--- src/sv/laser_scan_gate_and_decimate_core_assert.svh ---
// ---------------------------------------------------------------------------
// Assertion macros for the laser scan gate and decimate core
// Expect clk and rst_n in scope at the point of use.
// ---------------------------------------------------------------------------
`ifndef LASER_SCAN_GATE_AND_DECIMATE_CORE_ASSERT_SVH
`define LASER_SCAN_GATE_AND_DECIMATE_CORE_ASSERT_SVH

// same-cycle implication
`define LSGD_ASSERT_IMPL(lbl, pre, post) \
    lbl: assert property (@(posedge clk) disable iff (!rst_n) (pre) |-> (post)) \
        else $error("implication check failed");

// next-cycle implication
`define LSGD_ASSERT_NEXT(lbl, pre, post) \
    lbl: assert property (@(posedge clk) disable iff (!rst_n) (pre) |=> (post)) \
        else $error("next-cycle check failed");

`endif

--- src/sv/lsgd_pkg.sv ---
// ---------------------------------------------------------------------------
// lsgd_pkg
// Shared constants, types and tables of the laser scan gate and decimate core.
// ---------------------------------------------------------------------------
package lsgd_pkg;

    localparam int MAX_SAMPLES       = 2048;
    localparam int CORDIC_ITERATIONS = 16;
    localparam int ATAN_LEN          = 24;
    localparam int NITER = (CORDIC_ITERATIONS < ATAN_LEN) ? CORDIC_ITERATIONS : ATAN_LEN;
    localparam int IT_W  = 5;

    localparam int IDX_W     = 11;
    localparam int IDX_LIMIT = (MAX_SAMPLES - 1 < 2047) ? (MAX_SAMPLES - 1) : 2047;

    localparam int RANGE_W    = 16;
    localparam int ANG_CFG_W  = 19;
    localparam int STEP_W     = 17;
    localparam int DEC_W      = 12;
    localparam int PT_W       = 17;
    localparam int TRIG_W     = 16;
    localparam int ANG_W      = 30;
    localparam int CFG_IDX_W  = 3;
    localparam int CFG_DATA_W = 19;
    localparam int CNT_W      = 5;

    localparam int MUL_W = 33;
    localparam int DX_W  = 18;
    localparam int MAG_W = 17;
    localparam int SQ_W  = 36;
    localparam int DD_W  = 24;

    localparam int CA_W  = 36;
    localparam int CXY_W = 34;

    localparam int TRIG_MAX = 32767;
    localparam int TRIG_MIN = -32768;
    localparam int PT_MAX   = 65535;
    localparam int PT_MIN   = -65536;

    localparam logic signed [CA_W-1:0]  PI_Q30      = 36'sd3373259426;
    localparam logic signed [CA_W-1:0]  TWO_PI_Q30  = 36'sd6746518852;
    localparam logic signed [CA_W-1:0]  HALF_PI_Q30 = 36'sd1686629713;
    localparam logic signed [CXY_W-1:0] K_Q30       = 34'sd652032874;

    localparam int RST_RANGE_MIN  = 51;
    localparam int RST_RANGE_MAX  = 2048;
    localparam int RST_GATE_MIN   = -205887;
    localparam int RST_GATE_MAX   = 205887;
    localparam int RST_ANG_START  = -205887;
    localparam int RST_ANG_STEP   = 286;
    localparam int RST_DEC_DIST   = 5;

    typedef enum logic [CFG_IDX_W-1:0] {
        CFG_RANGE_MIN,
        CFG_RANGE_MAX,
        CFG_GATE_MIN,
        CFG_GATE_MAX,
        CFG_ANG_START,
        CFG_ANG_STEP,
        CFG_DEC_DIST
    } cfg_reg_t;

    typedef enum logic [3:0] {
        ST_IDLE,
        ST_ANGLE,
        ST_GATE,
        ST_CORDIC,
        ST_MULT,
        ST_ROUND,
        ST_DPREP,
        ST_DIST,
        ST_CMP,
        ST_DONE
    } state_t;

    typedef struct packed {
        logic                     done;
        logic signed [TRIG_W-1:0] cos_v;
        logic signed [TRIG_W-1:0] sin_v;
    } cordic_res_t;

    function automatic logic signed [CA_W-1:0] atan_q30(input logic [IT_W-1:0] i);
        logic signed [CA_W-1:0] v;
        case (i)
            5'd0:    v = 36'sd843314857;
            5'd1:    v = 36'sd497837829;
            5'd2:    v = 36'sd263043837;
            5'd3:    v = 36'sd133525159;
            5'd4:    v = 36'sd67021687;
            5'd5:    v = 36'sd33543516;
            5'd6:    v = 36'sd16775851;
            5'd7:    v = 36'sd8388437;
            5'd8:    v = 36'sd4194283;
            5'd9:    v = 36'sd2097149;
            5'd10:   v = 36'sd1048576;
            5'd11:   v = 36'sd524288;
            5'd12:   v = 36'sd262144;
            5'd13:   v = 36'sd131072;
            5'd14:   v = 36'sd65536;
            5'd15:   v = 36'sd32768;
            5'd16:   v = 36'sd16384;
            5'd17:   v = 36'sd8192;
            5'd18:   v = 36'sd4096;
            5'd19:   v = 36'sd2048;
            5'd20:   v = 36'sd1024;
            5'd21:   v = 36'sd512;
            5'd22:   v = 36'sd256;
            5'd23:   v = 36'sd128;
            default: v = '0;
        endcase
        return v;
    endfunction

endpackage

--- src/sv/lsgd_cordic.sv ---
// ---------------------------------------------------------------------------
// lsgd_cordic
// Iterative rotation-mode CORDIC, one micro-rotation per cycle, Q1.15 out.
// ---------------------------------------------------------------------------
module lsgd_cordic (
    input  logic                                   clk,
    input  logic                                   rst_n,
    input  logic                                   start,
    input  logic signed [lsgd_pkg::ANG_CFG_W-1:0]  angle,
    output lsgd_pkg::cordic_res_t                  res
);
    import lsgd_pkg::*;

    logic                    busy_reg, busy_next;
    logic                    fin_reg, fin_next;
    logic [IT_W-1:0]         it_reg, it_next;
    logic signed [CA_W-1:0]  a_reg, a_next;
    logic signed [CXY_W-1:0] x_reg, x_next;
    logic signed [CXY_W-1:0] y_reg, y_next;
    logic                    neg_reg, neg_next;
    cordic_res_t             res_reg, res_next;

    logic signed [CA_W-1:0]  a0, a1;
    logic signed [CXY_W-1:0] xs, ys, xo, yo, vx, vy;

    always_comb
    begin
        a0 = {{(CA_W-ANG_CFG_W-14){angle[ANG_CFG_W-1]}}, angle, 14'b0};
        if (a0 > PI_Q30)
        begin
            a1 = a0 - TWO_PI_Q30;
        end
        else if (a0 < -PI_Q30)
        begin
            a1 = a0 + TWO_PI_Q30;
        end
        else
        begin
            a1 = a0;
        end
        xs = x_reg >>> it_reg;
        ys = y_reg >>> it_reg;
        xo = neg_reg ? -x_reg : x_reg;
        yo = neg_reg ? -y_reg : y_reg;
        vx = (xo + CXY_W'(16384)) >>> 15;
        vy = (yo + CXY_W'(16384)) >>> 15;

        busy_next = busy_reg;
        fin_next  = 1'b0;
        it_next   = it_reg;
        a_next    = a_reg;
        x_next    = x_reg;
        y_next    = y_reg;
        neg_next  = neg_reg;
        res_next  = res_reg;
        res_next.done = 1'b0;

        if (start)
        begin
            busy_next = 1'b1;
            it_next   = '0;
            x_next    = K_Q30;
            y_next    = '0;
            if (a1 > HALF_PI_Q30)
            begin
                a_next   = a1 - PI_Q30;
                neg_next = 1'b1;
            end
            else if (a1 < -HALF_PI_Q30)
            begin
                a_next   = a1 + PI_Q30;
                neg_next = 1'b1;
            end
            else
            begin
                a_next   = a1;
                neg_next = 1'b0;
            end
        end
        else if (busy_reg)
        begin
            if (!a_reg[CA_W-1])
            begin
                x_next = x_reg - ys;
                y_next = y_reg + xs;
                a_next = a_reg - atan_q30(it_reg);
            end
            else
            begin
                x_next = x_reg + ys;
                y_next = y_reg - xs;
                a_next = a_reg + atan_q30(it_reg);
            end
            it_next = it_reg + 1'b1;
            if (it_reg == IT_W'(NITER - 1))
            begin
                busy_next = 1'b0;
                fin_next  = 1'b1;
            end
        end

        if (fin_reg)
        begin
            res_next.done  = 1'b1;
            res_next.cos_v = (vx > TRIG_MAX) ? TRIG_W'(TRIG_MAX) :
                             (vx < TRIG_MIN) ? TRIG_W'(TRIG_MIN) : vx[TRIG_W-1:0];
            res_next.sin_v = (vy > TRIG_MAX) ? TRIG_W'(TRIG_MAX) :
                             (vy < TRIG_MIN) ? TRIG_W'(TRIG_MIN) : vy[TRIG_W-1:0];
        end
    end

    always_ff @(posedge clk or negedge rst_n)
    begin
        if (!rst_n)
        begin
            busy_reg <= 1'b0;
            fin_reg  <= 1'b0;
            res_reg  <= '0;
        end
        else
        begin
            busy_reg <= busy_next;
            fin_reg  <= fin_next;
            res_reg  <= res_next;
        end
    end

    always_ff @(posedge clk)
    begin
        it_reg  <= it_next;
        a_reg   <= a_next;
        x_reg   <= x_next;
        y_reg   <= y_next;
        neg_reg <= neg_next;
    end

    assign res = res_reg;

endmodule

--- src/sv/laser_scan_gate_and_decimate_core.sv ---
// ---------------------------------------------------------------------------
// laser_scan_gate_and_decimate_core
// Range/angle gate, polar-to-Cartesian conversion and distance decimation.
// ---------------------------------------------------------------------------
// Input beats carry one range sample and a scan_end flag; the beam index is
// counted inside. Each input beat yields exactly one output beat with keep,
// point_x/point_y (zero when dropped), beam_index and end_of_scan.
// Both data channels use valid/stall; the config channel (cfg_valid,
// cfg_ready, cfg_index, cfg_data) is always ready; the user sees that it is
// written only while idle, as the core does not enforce this. One beat at a
// time: the angle is built by a shift-add multiply, the CORDIC takes one
// micro-rotation per cycle, range scaling is a serial multiply and the
// distance squares a serial multiply. A gated-out beat skips the CORDIC,
// scaling and distance states and reaches the output sooner; the next input
// beat is taken once the result has moved into the output register.
// A finished result sits in the output register while the next input beat
// is accepted; a stalled receiver holds the result, and the core waits in
// its done state until the output register frees up.
// Reset restores the register defaults and clears beam index and the
// previous point; no output beat is pending after reset.
// ---------------------------------------------------------------------------
`include "laser_scan_gate_and_decimate_core_assert.svh"

module laser_scan_gate_and_decimate_core (
    input  logic                                    clk,
    input  logic                                    rst_n,
    input  logic                                    in_valid,
    output logic                                    in_stall,
    input  logic [lsgd_pkg::RANGE_W-1:0]            range,
    input  logic                                    scan_end,
    output logic                                    out_valid,
    input  logic                                    out_stall,
    output logic                                    keep,
    output logic signed [lsgd_pkg::PT_W-1:0]        point_x,
    output logic signed [lsgd_pkg::PT_W-1:0]        point_y,
    output logic [lsgd_pkg::IDX_W-1:0]              beam_index,
    output logic                                    end_of_scan,
    input  logic                                    cfg_valid,
    output logic                                    cfg_ready,
    input  logic [lsgd_pkg::CFG_IDX_W-1:0]          cfg_index,
    input  logic [lsgd_pkg::CFG_DATA_W-1:0]         cfg_data
);
    import lsgd_pkg::*;

    // config registers
    logic [RANGE_W-1:0]          range_min_reg, range_max_reg;
    logic signed [ANG_CFG_W-1:0] gate_min_reg, gate_max_reg, ang_start_reg;
    logic signed [STEP_W-1:0]    ang_step_reg;
    logic [DEC_W-1:0]            dec_dist_reg;

    // control state
    state_t                  state_reg, state_next;
    logic [CNT_W-1:0]        cnt_reg, cnt_next;
    logic [IDX_W-1:0]        counter_reg, counter_next;
    logic                    have_prev_reg, have_prev_next;
    logic signed [PT_W-1:0]  prev_x_reg, prev_x_next;
    logic signed [PT_W-1:0]  prev_y_reg, prev_y_next;
    logic                    out_valid_reg, out_valid_next;

    // working payload
    logic [RANGE_W-1:0]      range_reg, range_next;
    logic                    end_reg, end_next;
    logic [IDX_W-1:0]        idx_reg, idx_next;
    logic [IDX_W-1:0]        idx_sh_reg, idx_sh_next;
    logic signed [ANG_W-1:0] angle_reg, angle_next;
    logic signed [ANG_W-1:0] step_sh_reg, step_sh_next;
    logic [RANGE_W-1:0]      rsh_reg, rsh_next;
    logic signed [MUL_W-1:0] mcx_reg, mcx_next, mcy_reg, mcy_next;
    logic signed [MUL_W-1:0] accx_reg, accx_next, accy_reg, accy_next;
    logic signed [PT_W-1:0]  cx_reg, cx_next, cy_reg, cy_next;
    logic [MAG_W-1:0]        dxs_reg, dxs_next, dys_reg, dys_next;
    logic [SQ_W-1:0]         mdx_reg, mdx_next, mdy_reg, mdy_next, sq_reg, sq_next;
    logic [DEC_W-1:0]        dds_reg, dds_next;
    logic [DD_W-1:0]         mdd_reg, mdd_next, dd_reg, dd_next;
    logic                    keep_reg, keep_next;
    logic signed [PT_W-1:0]  px_reg, px_next, py_reg, py_next;

    // output register
    logic                    keep_o_reg, eos_o_reg;
    logic signed [PT_W-1:0]  px_o_reg, py_o_reg;
    logic [IDX_W-1:0]        idx_o_reg;

    logic                    accept, gate_pass, out_load, cordic_start;
    logic signed [MUL_W-1:0] vx, vy;
    logic signed [DX_W-1:0]  dx, dy;
    cordic_res_t             cres;

    assign accept    = in_valid && !in_stall;
    assign in_stall  = (state_reg != ST_IDLE);
    assign cfg_ready = 1'b1;
    assign out_load  = (state_reg == ST_DONE) && (!out_valid_reg || !out_stall);
    assign gate_pass = (range_reg > range_min_reg) && (range_reg < range_max_reg) &&
                       (angle_reg > gate_min_reg) && (angle_reg < gate_max_reg);
    assign cordic_start = (state_reg == ST_GATE) && gate_pass;

    lsgd_cordic u_cordic (
        .clk   (clk),
        .rst_n (rst_n),
        .start (cordic_start),
        .angle (angle_reg[ANG_CFG_W-1:0]),
        .res   (cres)
    );

    always_comb
    begin
        state_next = state_reg;
        unique case (state_reg)
            ST_IDLE:   if (accept) state_next = ST_ANGLE;
            ST_ANGLE:  if (cnt_reg == CNT_W'(IDX_W - 1)) state_next = ST_GATE;
            ST_GATE:   state_next = gate_pass ? ST_CORDIC : ST_DONE;
            ST_CORDIC: if (cres.done) state_next = ST_MULT;
            ST_MULT:   if (cnt_reg == CNT_W'(RANGE_W - 1)) state_next = ST_ROUND;
            ST_ROUND:  state_next = ST_DPREP;
            ST_DPREP:  state_next = ST_DIST;
            ST_DIST:   if (cnt_reg == CNT_W'(MAG_W - 1)) state_next = ST_CMP;
            ST_CMP:    state_next = ST_DONE;
            ST_DONE:   if (out_load) state_next = ST_IDLE;
            default:   state_next = ST_IDLE;
        endcase
    end

    always_comb
    begin
        vx = (accx_reg + MUL_W'(16384)) >>> 15;
        vy = (accy_reg + MUL_W'(16384)) >>> 15;
        dx = DX_W'(cx_reg) - DX_W'(prev_x_reg);
        dy = DX_W'(cy_reg) - DX_W'(prev_y_reg);

        cnt_next       = cnt_reg + 1'b1;
        counter_next   = counter_reg;
        have_prev_next = have_prev_reg;
        prev_x_next    = prev_x_reg;
        prev_y_next    = prev_y_reg;
        range_next     = range_reg;
        end_next       = end_reg;
        idx_next       = idx_reg;
        idx_sh_next    = idx_sh_reg >> 1;
        angle_next     = angle_reg;
        step_sh_next   = step_sh_reg <<< 1;
        rsh_next       = rsh_reg >> 1;
        mcx_next       = mcx_reg <<< 1;
        mcy_next       = mcy_reg <<< 1;
        accx_next      = accx_reg;
        accy_next      = accy_reg;
        cx_next        = cx_reg;
        cy_next        = cy_reg;
        dxs_next       = dxs_reg >> 1;
        dys_next       = dys_reg >> 1;
        mdx_next       = mdx_reg << 1;
        mdy_next       = mdy_reg << 1;
        sq_next        = sq_reg;
        dds_next       = dds_reg >> 1;
        mdd_next       = mdd_reg << 1;
        dd_next        = dd_reg;
        keep_next      = keep_reg;
        px_next        = px_reg;
        py_next        = py_reg;

        unique case (state_reg)
            ST_IDLE:
            begin
                cnt_next     = '0;
                range_next   = range;
                end_next     = scan_end;
                idx_next     = counter_reg;
                idx_sh_next  = counter_reg;
                angle_next   = ANG_W'(ang_start_reg);
                step_sh_next = ANG_W'(ang_step_reg);
            end
            ST_ANGLE:
            begin
                if (idx_sh_reg[0])
                begin
                    angle_next = angle_reg + step_sh_reg;
                end
            end
            ST_GATE:
            begin
                keep_next = 1'b0;
                px_next   = '0;
                py_next   = '0;
            end
            ST_CORDIC:
            begin
                cnt_next  = '0;
                rsh_next  = range_reg;
                mcx_next  = MUL_W'(cres.cos_v);
                mcy_next  = MUL_W'(cres.sin_v);
                accx_next = '0;
                accy_next = '0;
            end
            ST_MULT:
            begin
                if (rsh_reg[0])
                begin
                    accx_next = accx_reg + mcx_reg;
                    accy_next = accy_reg + mcy_reg;
                end
            end
            ST_ROUND:
            begin
                cx_next = (vx > PT_MAX) ? PT_W'(PT_MAX) :
                          (vx < PT_MIN) ? PT_W'(PT_MIN) : vx[PT_W-1:0];
                cy_next = (vy > PT_MAX) ? PT_W'(PT_MAX) :
                          (vy < PT_MIN) ? PT_W'(PT_MIN) : vy[PT_W-1:0];
            end
            ST_DPREP:
            begin
                cnt_next = '0;
                dxs_next = dx[DX_W-1] ? MAG_W'(-dx) : dx[MAG_W-1:0];
                dys_next = dy[DX_W-1] ? MAG_W'(-dy) : dy[MAG_W-1:0];
                mdx_next = SQ_W'(dx[DX_W-1] ? MAG_W'(-dx) : dx[MAG_W-1:0]);
                mdy_next = SQ_W'(dy[DX_W-1] ? MAG_W'(-dy) : dy[MAG_W-1:0]);
                dds_next = dec_dist_reg;
                mdd_next = DD_W'(dec_dist_reg);
                sq_next  = '0;
                dd_next  = '0;
            end
            ST_DIST:
            begin
                sq_next = sq_reg + (dxs_reg[0] ? mdx_reg : '0) + (dys_reg[0] ? mdy_reg : '0);
                if (dds_reg[0])
                begin
                    dd_next = dd_reg + mdd_reg;
                end
            end
            ST_CMP:
            begin
                keep_next = !have_prev_reg || (sq_reg >= SQ_W'(dd_reg));
                px_next   = (!have_prev_reg || (sq_reg >= SQ_W'(dd_reg))) ? cx_reg : '0;
                py_next   = (!have_prev_reg || (sq_reg >= SQ_W'(dd_reg))) ? cy_reg : '0;
            end
            ST_DONE:
            begin
                if (out_load)
                begin
                    if (end_reg)
                    begin
                        counter_next   = '0;
                        have_prev_next = 1'b0;
                        prev_x_next    = '0;
                        prev_y_next    = '0;
                    end
                    else
                    begin
                        if (idx_reg < IDX_W'(IDX_LIMIT))
                        begin
                            counter_next = idx_reg + 1'b1;
                        end
                        if (keep_reg)
                        begin
                            have_prev_next = 1'b1;
                            prev_x_next    = px_reg;
                            prev_y_next    = py_reg;
                        end
                    end
                end
            end
            default:
            begin
                cnt_next = '0;
            end
        endcase

        if (out_load)
        begin
            out_valid_next = 1'b1;
        end
        else if (!out_stall)
        begin
            out_valid_next = 1'b0;
        end
        else
        begin
            out_valid_next = out_valid_reg;
        end
    end

    always_ff @(posedge clk or negedge rst_n)
    begin
        if (!rst_n)
        begin
            state_reg     <= ST_IDLE;
            cnt_reg       <= '0;
            counter_reg   <= '0;
            have_prev_reg <= 1'b0;
            prev_x_reg    <= '0;
            prev_y_reg    <= '0;
            out_valid_reg <= 1'b0;
            range_min_reg <= RANGE_W'(RST_RANGE_MIN);
            range_max_reg <= RANGE_W'(RST_RANGE_MAX);
            gate_min_reg  <= ANG_CFG_W'(RST_GATE_MIN);
            gate_max_reg  <= ANG_CFG_W'(RST_GATE_MAX);
            ang_start_reg <= ANG_CFG_W'(RST_ANG_START);
            ang_step_reg  <= STEP_W'(RST_ANG_STEP);
            dec_dist_reg  <= DEC_W'(RST_DEC_DIST);
        end
        else
        begin
            state_reg     <= state_next;
            cnt_reg       <= cnt_next;
            counter_reg   <= counter_next;
            have_prev_reg <= have_prev_next;
            prev_x_reg    <= prev_x_next;
            prev_y_reg    <= prev_y_next;
            out_valid_reg <= out_valid_next;
            if (cfg_valid && cfg_ready)
            begin
                unique case (cfg_index)
                    CFG_RANGE_MIN: range_min_reg <= cfg_data[RANGE_W-1:0];
                    CFG_RANGE_MAX: range_max_reg <= cfg_data[RANGE_W-1:0];
                    CFG_GATE_MIN:  gate_min_reg  <= cfg_data[ANG_CFG_W-1:0];
                    CFG_GATE_MAX:  gate_max_reg  <= cfg_data[ANG_CFG_W-1:0];
                    CFG_ANG_START: ang_start_reg <= cfg_data[ANG_CFG_W-1:0];
                    CFG_ANG_STEP:  ang_step_reg  <= cfg_data[STEP_W-1:0];
                    CFG_DEC_DIST:  dec_dist_reg  <= cfg_data[DEC_W-1:0];
                    default:       ;
                endcase
            end
        end
    end

    always_ff @(posedge clk)
    begin
        range_reg   <= range_next;
        end_reg     <= end_next;
        idx_reg     <= idx_next;
        idx_sh_reg  <= idx_sh_next;
        angle_reg   <= angle_next;
        step_sh_reg <= step_sh_next;
        rsh_reg     <= rsh_next;
        mcx_reg     <= mcx_next;
        mcy_reg     <= mcy_next;
        accx_reg    <= accx_next;
        accy_reg    <= accy_next;
        cx_reg      <= cx_next;
        cy_reg      <= cy_next;
        dxs_reg     <= dxs_next;
        dys_reg     <= dys_next;
        mdx_reg     <= mdx_next;
        mdy_reg     <= mdy_next;
        sq_reg      <= sq_next;
        dds_reg     <= dds_next;
        mdd_reg     <= mdd_next;
        dd_reg      <= dd_next;
        keep_reg    <= keep_next;
        px_reg      <= px_next;
        py_reg      <= py_next;
        if (out_load)
        begin
            keep_o_reg <= keep_reg;
            px_o_reg   <= px_reg;
            py_o_reg   <= py_reg;
            idx_o_reg  <= idx_reg;
            eos_o_reg  <= end_reg;
        end
    end

    assign out_valid   = out_valid_reg;
    assign keep        = keep_o_reg;
    assign point_x     = px_o_reg;
    assign point_y     = py_o_reg;
    assign beam_index  = idx_o_reg;
    assign end_of_scan = eos_o_reg;

    `LSGD_ASSERT_NEXT(a_busy_after_accept, in_valid && !in_stall, in_stall)
    `LSGD_ASSERT_IMPL(a_drop_zero, out_valid && !keep, point_x == '0 && point_y == '0)
    `LSGD_ASSERT_IMPL(a_cordic_done_state, cres.done, state_reg == ST_CORDIC)

endmodule
--- config.mk ---
export PLATFORM = sky130hd
export DESIGN_NAME = laser_scan_gate_and_decimate_core
export DESIGN_NICKNAME = d
export VERILOG_FILES = /design/src/sv/lsgd_pkg.sv /design/src/sv/lsgd_cordic.sv /design/src/sv/laser_scan_gate_and_decimate_core.sv
export VERILOG_INCLUDE_DIRS = /design/src /design/src/sv
export SDC_FILE = /design/constraint.sdc
export NUM_CORES = 2
export LEC_CHECK = 0
export BUFFER_PORTS_ARGS = -buffer_cell sky130_fd_sc_hd__buf_2
export CAP_MARGIN = 20
export CORE_AREA = 5 5 361 399
export CTS_CLUSTER_SIZE = 25
export DETAILED_ROUTE_END_ITERATION = 7
export DIE_AREA = 0 0 366 404
export PLACE_DENSITY = 0.58
export SETUP_SLACK_MARGIN = 0.2
export SLEW_MARGIN = 20
export SYNTH_ARGS = -nofsm -noshare
export SYNTH_HDL_FRONTEND = slang
export SYNTH_HIERARCHICAL = 1
export SYNTH_SLANG_ARGS = --single-unit
--- constraint.sdc ---
create_clock -name clk -period 7.8 [get_ports clk]
set_input_delay 0.39 -clock clk [delete_from_list [all_inputs] [get_ports clk]]
set_output_delay 0.39 -clock clk [all_outputs]
set_load 0.005 [all_outputs]
==> out/qor.log <==
qor: global_routing.grt.overflow.total 0
qor: synth.post-synth-top-count-cell sky130_fd_sc_hd__nand2_1
qor: route.wl_met3 9.329 mm
qor: global_routing.antenna_violations_before_repair 7
qor: clocking.cts_tree built
qor: floorplanning.die_area 147900 µm²
qor: synth.synth_top_cell_area_share 16.23%
qor: synth.ys_top_cells_by_area sky130_fd_sc_hd__edfxtp_1, sky130_fd_sc_hd__dfxtp_1, sky130_fd_sc_hd__ha_1, sky130_fd_sc_hd__dfrtp_1, sky130_fd_sc_hd__nand2_1
qor: clocking.worst_setup_hold_path_clk_slew 60 ps
qor: global_routing.grt_start_max_net_pins 96
qor: placed_design.place_ws 982.7 ps
qor: route.highest-signal-layer met5
qor: floorplanning.die_boundary_height 404 µm
qor: synth.synth_common_cells sky130_fd_sc_hd__nand2_1, sky130_fd_sc_hd__nor2_1, sky130_fd_sc_hd__ha_1, sky130_fd_sc_hd__a21oi_1, sky130_fd_sc_hd__o21ai_0
qor: route.route.detailed.wl_per_inst 20.63 µm
qor: synth.synthesis.area_per_instance 9.110 µm²
qor: global_routing.groute.usage.overall 23.72%
qor: pwr.power_dissipated_by_switching_net_loads 16.81 mW
qor: synth.synth_cells 6845
qor: setup_path.crit_path_start_kind flip-flop
qor: route.drt_first_pass_iters 6
qor: clocking.htree_num_levels 3
qor: setup_path.r2r-start u_cordic/it_reg[0]
qor: floorplanning.fp.dieW 366 µm
qor: floorplanning.ioPinCount 94
qor: floorplanning.floorplan.core_area 139300 µm²
qor: sta.timing.slew.headroom 25.36%
qor: pwr.ir_worst_vdd 0.3837 mV
qor: global_routing.grt_pass1_wl 283.4 mm
qor: synth.synth_top_area_cell sky130_fd_sc_hd__edfxtp_1
qor: sta.finClkSkew 46.57 ps
qor: sta.finalSetupViolations 0
qor: flow_run.max_cap_violations 0
qor: setup_path.critical_path_arrival 7530 ps
qor: route.first_iter_violations 3684
qor: setup_path.crit_path_start u_cordic/it_reg[0]
qor: worst_hold_path.worst_hold_path_type input port to flip-flop
qor: setup_path.reg2reg_path_depth 21
qor: clocking.clkLatencyLatePin 730 ps
qor: final_layout.num-nets-final 7395
qor: placed_design.hpwlAfterDp 133.3 mm
qor: pwr.power.combinational.fraction 61.6%
qor: route.met2WireLength 85.04 mm
qor: floorplanning.placementRows 144
qor: clocking.tritoncts.num_buffers 103
qor: setup_path.r2r_end u_cordic/x_reg[33]
qor: clocking.postCtsSetupRepairBufs 0
qor: placed_design.finalWeightedCongestion 0.9558
qor: route.ant_nets 0
qor: sta.setup_tns 0 ps
qor: pwr.static_power_due_to_leakage 29.09 nW
qor: sta.worst-slew-pin-transition 1109 ps
qor: route.postRouteWirelength 181.4 mm
qor: clocking.numClockSinks 914
qor: route.drcViolationCount 0
qor: synth.synthDistinctLibCells 127
qor: route.detailroute.via_count 51110
qor: final_layout.n_fill_cell 13050
qor: pwr.powerDensity 524.4 nW/µm²
qor: pwr.power_switching_share 46.46%
qor: floorplanning.initial_utilization 44.78%
qor: placed_design.place.port_buffers 92
qor: setup_path.critPathKind flip-flop to flip-flop
qor: run_status.status completed
qor: synth.ys_warn_count 6
qor: synth.synth-seq-cells 914
qor: pwr.share_clk_of_total_power 14.7%
qor: pwr.power_frac_seq 23.7%
qor: sta.report.final.slew_viol_count 0
qor: setup_path.crit_required 8380 ps
qor: final_layout.fraction_of_layout_instances_using_a_drive_strength_above_1 11.14%
qor: synth.synth.cell_area 62360 µm²
qor: final_layout.area.growth.synth_to_final 10.61%
qor: sta.setup_ws 850.1 ps
qor: clocking.clock_root_buffer sky130_fd_sc_hd__clkbuf_16
qor: sta.max_freq 0.1439 GHz
qor: sta.hold_slack 54.41 ps
qor: setup_path.path_max_fanout 38
qor: global_routing.first_global_vias 49880
qor: setup_path.worstSetupEndpointType flip-flop
qor: final_layout.final_area 68980 µm²
qor: final_layout.finish.utilization 49.53%
qor: route.viasPerCell 5.813
qor: route.routedLengthMet1 79.64 mm
qor: setup_path.endpoint u_cordic/x_reg[33]
qor: synth.synth_async_sr_flop_share 22.87%
qor: clocking.post_cts.resized_instances 0
qor: clocking.clock_tree.buffer_depth 3
qor: sta.layout_worst_path_cycle_share 89.10%
qor: pwr.power_report.internal_total 19.37 mW
qor: synth.mappedNetlistNets 7367
qor: placed_design.placed_area 64820 µm²
qor: setup_path.rrSetupSlack 850 ps
qor: sta.rsz0062_at_grt false
qor: synth.synthFlopType sky130_fd_sc_hd__dfxtp_1
qor: synth.synth-seq-area-share 36.51%
qor: sta.fin_crit 6950 ps
qor: synth.count_of_flip_flops_with_a_built_in_enable_after_synthesis 337
qor: sta.hold_viol 0
==> power groups by stage <==
stage                     Combinational [mW]  Sequential [mW]  Clock, mW
after global placement                  21.8             8.59          0
after global routing                    24.7             8.73       5.63
after detailed placement                21.9             8.61          0
after CTS                               22.1             8.54       5.46
final                                   22.3             8.56       5.32
after floorplan                         17.4             7.67          0
==> per-stage QoR <==
stage          power (mW)  std cells
2_1_floorplan       25.08       6845
3_3_place_gp        30.35       8557
3_5_place_dp        30.54       8558
4_1_cts             36.13       8788
5_1_grt             39.09       8789
6_report            36.17       8793
==> layout make-up <==
cell class	count	area, µm²	share of cell area, %
Multi-Input combinational cell	5297	37170	53.88
Tap cell	1825	2283	3.310
Sequential cell	914	22790	33.03
Antenna cell	5	12.51	0.01814
Timing Repair Buffer	253	1808	2.621
Clock buffer	143	3144	4.558
Clock inverter	52	634.4	0.9197
Inverter	304	1141	1.654
==> per-layer routing <==
layer / vias to the layer above / GRT usage (%)
met2: 1359 / 40.29
met5: - / 0
li1: 24720 / -
met4: 6 / 8.740
met3: 380 / 3.562
met1: 24650 / 30.82
==> placed cells by master (no fill, tap or decap), types with 60 or more instances in the layout <==
cell type	n
sky130_fd_sc_hd__nand2_1	846
sky130_fd_sc_hd__nor2_1	504
sky130_fd_sc_hd__ha_1	433
sky130_fd_sc_hd__a21oi_1	417
sky130_fd_sc_hd__o21ai_0	415
sky130_fd_sc_hd__dfxtp_1	361
sky130_fd_sc_hd__edfxtp_1	337
sky130_fd_sc_hd__inv_1	297
sky130_fd_sc_hd__xnor2_1	247
sky130_fd_sc_hd__xor2_1	209
sky130_fd_sc_hd__and2_1	197
sky130_fd_sc_hd__a21o_1	190
sky130_fd_sc_hd__dfrtp_1	165
sky130_fd_sc_hd__nand3_1	129
sky130_fd_sc_hd__nor3_1	129
sky130_fd_sc_hd__buf_4	122
sky130_fd_sc_hd__mux2_2	121
sky130_fd_sc_hd__clkbuf_16	116
sky130_fd_sc_hd__o21a_1	102
sky130_fd_sc_hd__mux2i_1	95
sky130_fd_sc_hd__nand2b_1	95
sky130_fd_sc_hd__buf_2	91
sky130_fd_sc_hd__mux4_2	80
sky130_fd_sc_hd__a31oi_1	70
sky130_fd_sc_hd__and3_1	67
sky130_fd_sc_hd__a211oi_1	60
==> logic make-up (layout without fill, tap and decap cells) <==
logic type / count (synthesis) / count (layout) / share of synthesized area [%]
XOR/XNOR: 457 / 457 / 6.431
AO/OA/AOI/OAI: 1748 / 1748 / 18.43
flip-flops: 914 / 914 / 36.51
multiplexers: 301 / 301 / 6.701
other: 1 / 6 / 0.006013
buffers and inverters: 634 / 752 / 4.127
adder cells (fa/ha/maj): 479 / 479 / 10.15
AND/OR/NAND/NOR: 2311 / 2311 / 17.64
==> worst min-delay path by stage <==
stage                        endpoint  depth (start not counted)  slack [ps]         start
CTS                 range_min_reg[10]                          3           5  cfg_data[10]
global route        range_max_reg[10]                          3          30  cfg_data[10]
detailed placement         rsh_reg[1]                          2         410    rsh_reg[2]
global placement           rsh_reg[1]                          2         400    rsh_reg[2]
finish              range_min_reg[10]                          3          50  cfg_data[10]
floorplan           ang_start_reg[10]                          0          90         rst_n
==> worst max-delay path: stages (launching register included) <==
cell and delay (ps):
sky130_fd_sc_hd__dfxtp_4 740, sky130_fd_sc_hd__clkinv_1 680, sky130_fd_sc_hd__mux2i_1 550, sky130_fd_sc_hd__nor2_1 80
sky130_fd_sc_hd__a211oi_1 390, sky130_fd_sc_hd__o21ai_1 320, sky130_fd_sc_hd__nor4_2 600, sky130_fd_sc_hd__and2_0 400
sky130_fd_sc_hd__a21oi_1 140, sky130_fd_sc_hd__xnor2_1 160, sky130_fd_sc_hd__nor2_1 90, sky130_fd_sc_hd__a21oi_1 60
sky130_fd_sc_hd__ha_1 430, sky130_fd_sc_hd__a21oi_1 110, sky130_fd_sc_hd__nand2_1 90, sky130_fd_sc_hd__a21o_1 150
sky130_fd_sc_hd__a31oi_1 90, sky130_fd_sc_hd__o21ai_0 560, sky130_fd_sc_hd__a31oi_1 220, sky130_fd_sc_hd__o31a_1 330
sky130_fd_sc_hd__mux2_1 300, sky130_fd_sc_hd__mux2_1 310
==> timing repair <==
action / in CTS / in global routing
setup endpoints to repair: 0 / 0
hold buffers: 35 / 0
hold endpoints to repair: 131 / 0
Power figures use the tool's default switching activity.
